$ cat config.mk
export PLATFORM = sky130hd
export DESIGN_NAME = bind_state_redundancy_filter
export DESIGN_NICKNAME = d
export VERILOG_FILES = /design/src/bsrf_pkg.sv /design/src/bsrf_ctrl.sv /design/src/bsrf_dp.sv /design/src/bind_state_redundancy_filter.sv
export SDC_FILE = /design/constraint.sdc
export NUM_CORES = 2
export LEC_CHECK = 0
export BUFFER_PORTS_ARGS = -buffer_cell sky130_fd_sc_hd__buf_4
export CORE_ASPECT_RATIO = 1.1
export CORE_MARGIN = 5
export CORE_UTILIZATION = 40
export CTS_CLUSTER_DIAMETER = 50
export DETAILED_ROUTE_END_ITERATION = 6
export SLEW_MARGIN = 20
export SYNTH_ARGS = -nofsm -noshare
export SYNTH_HDL_FRONTEND = slang
export SYNTH_SLANG_ARGS = --single-unit
$ cat constraint.sdc
create_clock -name i_clk -period 12.7 [get_ports i_clk]
set_clock_uncertainty 0.05 [all_clocks]
set_input_delay 3.81 -clock i_clk [delete_from_list [all_inputs] [get_ports i_clk]]
set_output_delay 3.81 -clock i_clk [all_outputs]
set_load 0.02 [all_outputs]
$ cat src/bsrf_pkg.sv
// shared types and constants for the bind state redundancy filter
// no dependencies
`timescale 1ns / 1ps

package bsrf_pkg;

    localparam int TRACKED_UNITS = 32;
    localparam int UNIT_IDX_W    = (TRACKED_UNITS > 1) ? $clog2(TRACKED_UNITS) : 1;

    localparam logic [7:0]  TRACKED_LIMIT     = 8'(TRACKED_UNITS);
    localparam logic [15:0] TARGET_TEXTURE_2D = 16'd3553;

    typedef enum logic [2:0] {
        OP_BIND_SHADER  = 3'd0,
        OP_BIND_TEXTURE = 3'd1,
        OP_INV_SHADER   = 3'd2,
        OP_INV_TEXTURE  = 3'd3,
        OP_RESET        = 3'd4
    } t_opcode;

    typedef enum logic [1:0] {
        KIND_USE_PROGRAM  = 2'd0,
        KIND_SELECT_UNIT  = 2'd1,
        KIND_BIND_TEXTURE = 2'd2
    } t_kind;

    typedef struct packed {
        logic load;
        logic exec;
        logic emit_second;
    } t_dp_cmd;

    typedef struct packed {
        logic two_words;
    } t_dp_status;

endpackage

$ cat src/bsrf_ctrl.sv
// controller state machine for the bind state redundancy filter
// depends on bsrf_pkg
`timescale 1ns / 1ps

module bsrf_ctrl
    import bsrf_pkg::*;
(
    input  logic       i_clk,
    input  logic       i_rst_n,
    input  logic       start,
    output logic       busy,
    input  t_dp_status i_status,
    output t_dp_cmd    o_cmd
);

    typedef enum logic [1:0] {
        ST_IDLE,
        ST_EVAL,
        ST_SECOND
    } t_state;

    t_state r_state;

    always_ff @(posedge i_clk) begin
        if (!i_rst_n) begin
            r_state <= ST_IDLE;
        end else begin
            case (r_state)
                ST_IDLE: begin
                    if (start) begin
                        r_state <= ST_EVAL;
                    end
                end
                ST_EVAL: begin
                    r_state <= i_status.two_words ? ST_SECOND : ST_IDLE;
                end
                ST_SECOND: begin
                    r_state <= ST_IDLE;
                end
                default: begin
                    r_state <= ST_IDLE;
                end
            endcase
        end
    end

    assign busy              = (r_state != ST_IDLE);
    assign o_cmd.load        = start && (r_state == ST_IDLE);
    assign o_cmd.exec        = (r_state == ST_EVAL);
    assign o_cmd.emit_second = (r_state == ST_SECOND);

endmodule

$ cat src/bsrf_dp.sv
// datapath: tracked program, active unit, per-unit table and output word register
// depends on bsrf_pkg
`timescale 1ns / 1ps

module bsrf_dp
    import bsrf_pkg::*;
(
    input  logic        i_clk,
    input  logic        i_rst_n,
    input  t_dp_cmd     i_cmd,
    output t_dp_status  o_status,
    input  logic [2:0]  i_opcode,
    input  logic [31:0] i_program_id,
    input  logic [15:0] i_bind_target,
    input  logic [31:0] i_texture_id,
    input  logic [7:0]  i_unit_index,
    output logic        o_strobe,
    output logic [1:0]  o_command_kind,
    output logic [31:0] o_command_value,
    output logic [15:0] o_command_target,
    output logic        o_last
);

    logic [2:0]  r_op;
    logic [31:0] r_prog;
    logic [15:0] r_tgt;
    logic [31:0] r_tex;
    logic [7:0]  r_unit;

    logic [31:0]           r_bound_prog;
    logic                  r_act_known;
    logic [UNIT_IDX_W-1:0] r_act_idx;
    logic [15:0]           r_utgt [TRACKED_UNITS];
    logic [31:0]           r_utex [TRACKED_UNITS];

    logic                  r_strobe;
    logic [1:0]            r_kind;
    logic [31:0]           r_value;
    logic [15:0]           r_target;
    logic                  r_last;

    logic [UNIT_IDX_W-1:0] u_idx;
    logic                  untracked;
    logic                  entry_diff;
    logic                  act_match;

    assign u_idx      = r_unit[UNIT_IDX_W-1:0];
    assign untracked  = (r_unit >= TRACKED_LIMIT);
    assign entry_diff = (r_utex[u_idx] != r_tex) || (r_utgt[u_idx] != r_tgt);
    assign act_match  = r_act_known && (r_act_idx == u_idx);

    assign o_status.two_words = (r_op == OP_BIND_TEXTURE) &&
                                (untracked || (entry_diff && !act_match));

    always_ff @(posedge i_clk) begin
        if (i_cmd.load) begin
            r_op   <= i_opcode;
            r_prog <= i_program_id;
            r_tgt  <= i_bind_target;
            r_tex  <= i_texture_id;
            r_unit <= i_unit_index;
        end
    end

    always_ff @(posedge i_clk) begin
        if (!i_rst_n) begin
            r_strobe     <= 1'b0;
            r_bound_prog <= '0;
            r_act_known  <= 1'b0;
            r_act_idx    <= '0;
            for (int i = 0; i < TRACKED_UNITS; i++) begin
                r_utgt[i] <= TARGET_TEXTURE_2D;
                r_utex[i] <= '0;
            end
        end else begin
            r_strobe <= 1'b0;
            if (i_cmd.exec) begin
                case (r_op)
                    OP_BIND_SHADER: begin
                        if ((r_prog == '0) || (r_bound_prog != r_prog)) begin
                            r_strobe     <= 1'b1;
                            r_kind       <= KIND_USE_PROGRAM;
                            r_value      <= r_prog;
                            r_target     <= '0;
                            r_last       <= 1'b1;
                            r_bound_prog <= r_prog;
                        end
                    end
                    OP_BIND_TEXTURE: begin
                        if (untracked) begin
                            r_strobe    <= 1'b1;
                            r_kind      <= KIND_SELECT_UNIT;
                            r_value     <= {24'd0, r_unit};
                            r_target    <= '0;
                            r_last      <= 1'b0;
                            r_act_known <= 1'b0;
                        end else if (entry_diff) begin
                            r_strobe      <= 1'b1;
                            r_utgt[u_idx] <= r_tgt;
                            r_utex[u_idx] <= r_tex;
                            if (!act_match) begin
                                r_kind      <= KIND_SELECT_UNIT;
                                r_value     <= {24'd0, r_unit};
                                r_target    <= '0;
                                r_last      <= 1'b0;
                                r_act_known <= 1'b1;
                                r_act_idx   <= u_idx;
                            end else begin
                                r_kind   <= KIND_BIND_TEXTURE;
                                r_value  <= r_tex;
                                r_target <= r_tgt;
                                r_last   <= 1'b1;
                            end
                        end
                    end
                    OP_INV_SHADER: begin
                        if ((r_prog != '0) && (r_bound_prog == r_prog)) begin
                            r_bound_prog <= '0;
                        end
                    end
                    OP_INV_TEXTURE: begin
                        if (r_tex != '0) begin
                            for (int i = 0; i < TRACKED_UNITS; i++) begin
                                if (r_utex[i] == r_tex) begin
                                    r_utex[i] <= '0;
                                    r_utgt[i] <= TARGET_TEXTURE_2D;
                                end
                            end
                        end
                    end
                    OP_RESET: begin
                        r_bound_prog <= '0;
                        r_act_known  <= 1'b0;
                        for (int i = 0; i < TRACKED_UNITS; i++) begin
                            r_utgt[i] <= TARGET_TEXTURE_2D;
                            r_utex[i] <= '0;
                        end
                    end
                    default: begin
                    end
                endcase
            end
            if (i_cmd.emit_second) begin
                r_strobe <= 1'b1;
                r_kind   <= KIND_BIND_TEXTURE;
                r_value  <= r_tex;
                r_target <= r_tgt;
                r_last   <= 1'b1;
            end
        end
    end

    assign o_strobe         = r_strobe;
    assign o_command_kind   = r_kind;
    assign o_command_value  = r_value;
    assign o_command_target = r_target;
    assign o_last           = r_last;

endmodule

$ cat src/bind_state_redundancy_filter.sv
// top level of the bind state redundancy filter
// depends on bsrf_pkg, bsrf_ctrl and bsrf_dp
`timescale 1ns / 1ps

// usage
//   a request word is taken at a rising edge with start high and busy low:
//   opcode, program id, bind target, texture id and unit index
//   each downstream command word shows on the o_command_* ports for exactly
//   one cycle with o_strobe high; o_last marks the final word of a request
//   redundant binds, invalidates and reset produce no word at all
// timing
//   the request is registered at the accepting edge and held in the
//   evaluate state, from which the first word is registered; the second
//   word (when there is one) follows in the next cycle from the second state
//   busy is high in the evaluate state and, for a request with two words,
//   in the second state too, so no new request is taken before the last is
//   through; the evaluate step does one table read, write and the parallel
//   invalidate match across all tracked units
// reset
//   i_rst_n low at a rising edge returns the program to 0, the active unit to
//   unknown and every table entry to texture 2d / texture 0; the reset
//   opcode does the same in its evaluate cycle
// the receiver cannot stall: every strobed word is taken in its cycle
module bind_state_redundancy_filter
    import bsrf_pkg::*;
(
    input  logic        i_clk,
    input  logic        i_rst_n,
    input  logic        start,
    output logic        busy,
    input  logic [2:0]  i_opcode,
    input  logic [31:0] i_program_id,
    input  logic [15:0] i_bind_target,
    input  logic [31:0] i_texture_id,
    input  logic [7:0]  i_unit_index,
    output logic        o_strobe,
    output logic [1:0]  o_command_kind,
    output logic [31:0] o_command_value,
    output logic [15:0] o_command_target,
    output logic        o_last
);

    t_dp_cmd    dp_cmd;
    t_dp_status dp_status;

    bsrf_ctrl u_ctrl (
        .i_clk    (i_clk),
        .i_rst_n  (i_rst_n),
        .start    (start),
        .busy     (busy),
        .i_status (dp_status),
        .o_cmd    (dp_cmd)
    );

    bsrf_dp u_dp (
        .i_clk            (i_clk),
        .i_rst_n          (i_rst_n),
        .i_cmd            (dp_cmd),
        .o_status         (dp_status),
        .i_opcode         (i_opcode),
        .i_program_id     (i_program_id),
        .i_bind_target    (i_bind_target),
        .i_texture_id     (i_texture_id),
        .i_unit_index     (i_unit_index),
        .o_strobe         (o_strobe),
        .o_command_kind   (o_command_kind),
        .o_command_value  (o_command_value),
        .o_command_target (o_command_target),
        .o_last           (o_last)
    );

endmodule

==> results.sh <==
export IMPL_wl_per_cell_um=40.0
export IMPL_root_buffer="clkbuf_16"
export IMPL_path_clk_slew_ps=60
export IMPL_rrSetupSlack_ps=4030
export IMPL_crit_fanout=107
export IMPL_clk_latency_ps=910
export IMPL_rsz0062_at_grt="no"
export IMPL_htree_num_levels=4
export IMPL_finalHoldViolCount=0
export IMPL_routed_via_density=6.68
export IMPL_fmax_mhz=115
export IMPL_io_pins=147
export IMPL_total_leakage_power_uw=0.0308
export IMPL_yosysSeqAreaShare_pct=57.0
export IMPL_grt_pass1_wl_um=551000
export IMPL_outcome="finished with violations"
export IMPL_area_growth_pct=11.4
export IMPL_arrival_ps=9150
export IMPL_place_congestion=1.08
export IMPL_crit_path_end_kind="flip-flop"
export IMPL_fin_tns_setup_ps=0
export IMPL_holdPathEnd="u_dp.r_act_idx[2]"
export IMPL_slowest_stage="mux2i_1"
export IMPL_fin_crit_sh_pct=68.3
export IMPL_startpoint_type="flip-flop"
export IMPL_vdd_drop_max_mv=0.168
export IMPL_postCtsResizedCells=0
export IMPL_cts_setup_buffers=0
export IMPL_coreArea_um2=224000
export IMPL_tightest_slew_ps=1360
export IMPL_drtPass1Iterations=6
export IMPL_drive_gt1_share_pct=15.1
export IMPL_syn_inst=7228
export IMPL_synth_edff_count=1678
export IMPL_via_count=68400
export IMPL_cp_num_buf_inv=4
export IMPL_async_flop_share_pct=0
export IMPL_syn_area_um2=89900
export IMPL_setup_viol=0
export IMPL_failed_checks="design-rule violations"
export IMPL_grt_start_max_net_pins=138
export IMPL_clock_sinks=1724
export IMPL_cts_hold_buf=0
export IMPL_utilization_pct=44.8
export IMPL_drc_errors=1
export IMPL_cp_cell_sequence="buf_12, mux4_2, mux2i_1, a32oi_1, nand2_1, xnor2_1, a2111o_1, nor4_1, and4_4, a211o_4, buf_4, or3_4, buf_12, o21ai_4, buf_4"
export IMPL_synth_seq_cells=1724
export IMPL_p_total_uw=15100
export IMPL_power_density_nw_per_um2=151
export IMPL_yosysWarnings=0
export IMPL_relSlewSlack_pct=6.90
export IMPL_final_nets=7217
export IMPL_grt_pass1_vias=64400
export IMPL_maxCapViolations=0
export IMPL_fin_crit_ps=8670
export IMPL_ys_types=79
export IMPL_required_ps=13170
export IMPL_crit_type="flip-flop to flip-flop"
export IMPL_numCtsBuffers=196
export IMPL_holdCritPathClass="flip-flop to flip-flop"
export IMPL_antenna_found_initial=31
export IMPL_avgSynthCellArea_um2=12.4
export IMPL_reg2reg_to="u_dp.r_utgt[28][4]"
export IMPL_rows=182
export IMPL_cts_tree="done"
export IMPL_die_area_um2=234000
export IMPL_hold_path_depth=2
export IMPL_dr_first_iter_drc_count=12600
export IMPL_hpwl_um=280000
export IMPL_start_util_pct=40.2
export IMPL_die_y_um=507
export IMPL_crit_family="buffers and inverters"
export IMPL_slowest_delay_ps=970
export IMPL_worstHoldStart="u_dp.r_act_idx[2]"
export IMPL_die_w_um=462
export IMPL_grt_overflow=0
export IMPL_drt_wl_total_um=410000
export IMPL_grtUsageTotal_pct=34.1
export IMPL_fill_cells=20400
export IMPL_syn_nets=7326
export IMPL_synthFlopType="edfxtp_1"
export IMPL_slew_viol_final=0
export IMPL_reg2reg_depth=15
export IMPL_clock_path_buffers=3
export IMPL_ant_nets=0
export IMPL_port_buffers=146
per-stage QoR:
stage | cells | cell area, um^2 | hold slack (ps) | setup slack, ps
2_1_floorplan | 7228 | 89900 | 393 | 3770
3_3_place_gp | 9856 | 93500 | 412 | 3950
3_5_place_dp | 9865 | 93700 | 417 | 4440
4_1_cts | 10200 | 100000 | 431 | 4520
5_1_grt | 10200 | 100000 | 446 | 4210
6_report | 10200 | 100000 | 432 | 4030
layout make-up:
type / count / area, um^2 / share of cell area (%)
flip-flops and latches: 1724 / 51300 / 51.2
multi-input cells: 4813 / 35600 / 35.5
clock buffers: 232 / 5040 / 5.03
well taps: 2944 / 3680 / 3.68
repair buffers: 364 / 3060 / 3.05
clock inverters: 133 / 1420 / 1.41
inverters: 20 / 80.1 / 0.0799
diodes: 10 / 25.0 / 0.0250
worst min-delay path, delay by kind of cell (launching register included):
kind / cells / cell delay (ps)
DFF: 1 / 320
muxes: 1 / 60
and+or+nand+nor: 1 / 60
power breakdown:
| group | internal [uW] | switching (uW) |
|---|---|---|
| clock network | 3260 | 2560 |
| logic | 778 | 1760 |
| registers | 6470 | 282 |
flip-flops by register name, indices dropped and copies added (netlist names), 2 cells and up, named ones only:
register	cells
u_dp.r_op	3
u_dp.r_prog	32
u_dp.r_act_idx	5
u_dp.r_unit	8
u_dp.o_command_kind	2
u_ctrl.r_state	2
u_dp.r_utgt	512
u_dp.r_bound_prog	32
u_dp.o_command_value	32
u_dp.r_tex	32
u_dp.r_tgt	16
u_dp.r_utex	1024
u_dp.o_command_target	16
worst max path at each step:
stage | startpoint | endpoint | cells past startpoint
4_1_cts | flip-flop | u_dp.r_utgt[28][4] | 14
6_report | flip-flop | u_dp.r_utgt[28][4] | 15
5_1_grt | flip-flop | u_dp.r_utgt[28][4] | 14
3_5_place_dp | i_rst_n | u_dp.r_utex[20][24] | 8
2_1_floorplan | i_rst_n | u_dp.r_utex[3][0] | 7
3_3_place_gp | flip-flop | u_dp.r_utgt[28][11] | 15
metal layers:
layer / vias up / part of all wire, % / global-route usage [%]
met5: - / 0.077 / 0.492
met4: 28 / 8.4 / 22.5
met3: 1281 / 14 / 10.4
met2: 6051 / 43 / 49.9
met1: 34500 / 35 / 43.6
li1: 26500 / - / -
synthesized netlist by cell type (all sizes together), types with 4 or more instances:
cell type | instances | share of area, %
a32oi | 15 | 0.15
nand4b | 7 | 0.068
xor2 | 39 | 0.38
clkbuf | 339 | 1.4
and3 | 83 | 0.58
o22a | 10 | 0.097
o22ai | 12 | 0.083
a22oi | 76 | 0.63
ha | 4 | 0.056
nand2b | 64 | 0.45
o2111ai | 9 | 0.088
nand2 | 606 | 2.5
and2 | 27 | 0.19
nor4 | 178 | 1.2
o211ai | 11 | 0.092
nor3 | 498 | 2.8
a22o | 34 | 0.33
nor2b | 16 | 0.11
inv | 20 | 0.083
or4 | 12 | 0.11
a32o | 8 | 0.089
o31ai | 13 | 0.11
a221oi | 30 | 0.32
a211oi | 6 | 0.050
nand3b | 17 | 0.14
dfxtp | 46 | 1.0
a31oi | 42 | 0.29
xnor2 | 1062 | 10
mux2i | 248 | 2.8
a21oi | 47 | 0.26
nand3 | 112 | 0.62
or2 | 12 | 0.083
or3 | 20 | 0.14
edfxtp | 1678 | 56
mux4 | 293 | 7.3
mux2 | 11 | 0.14
o21ai | 54 | 0.30
nor2 | 828 | 3.7
nand4 | 270 | 1.9
buf | 332 | 2.6
placed cells by master (no fill, tap or decap), types with 76 or more instances in the layout:
cell type  netlist  final
buf_4           89    339
nor2_1         788    778
mux2i_1        248    248
mux4_2         293    293
a22oi_1         76     76
nand3_1        112    112
nor3_1         497    496
edfxtp_1      1678   1678
clkbuf_16        0    196
nand4_1        270    270
nand2_1        606    601
nor4_1         177    176
xnor2_1       1062   1062
and3_1          83     83
kinds of logic after synthesis:
logic type / after synthesis / share of synthesized area (%)
multiplexers: 552 / 10.2
AO/OA/AOI/OAI: 401 / 3.24
buffers and inverters: 691 / 4.05
adder cells (fa/ha/maj): 4 / 0.0556
flip-flops: 1724 / 57.0
AND/OR/NAND/NOR: 2755 / 14.6
XOR/XNOR: 1101 / 10.7
Note: power is estimated with default switching activity, not from simulation.
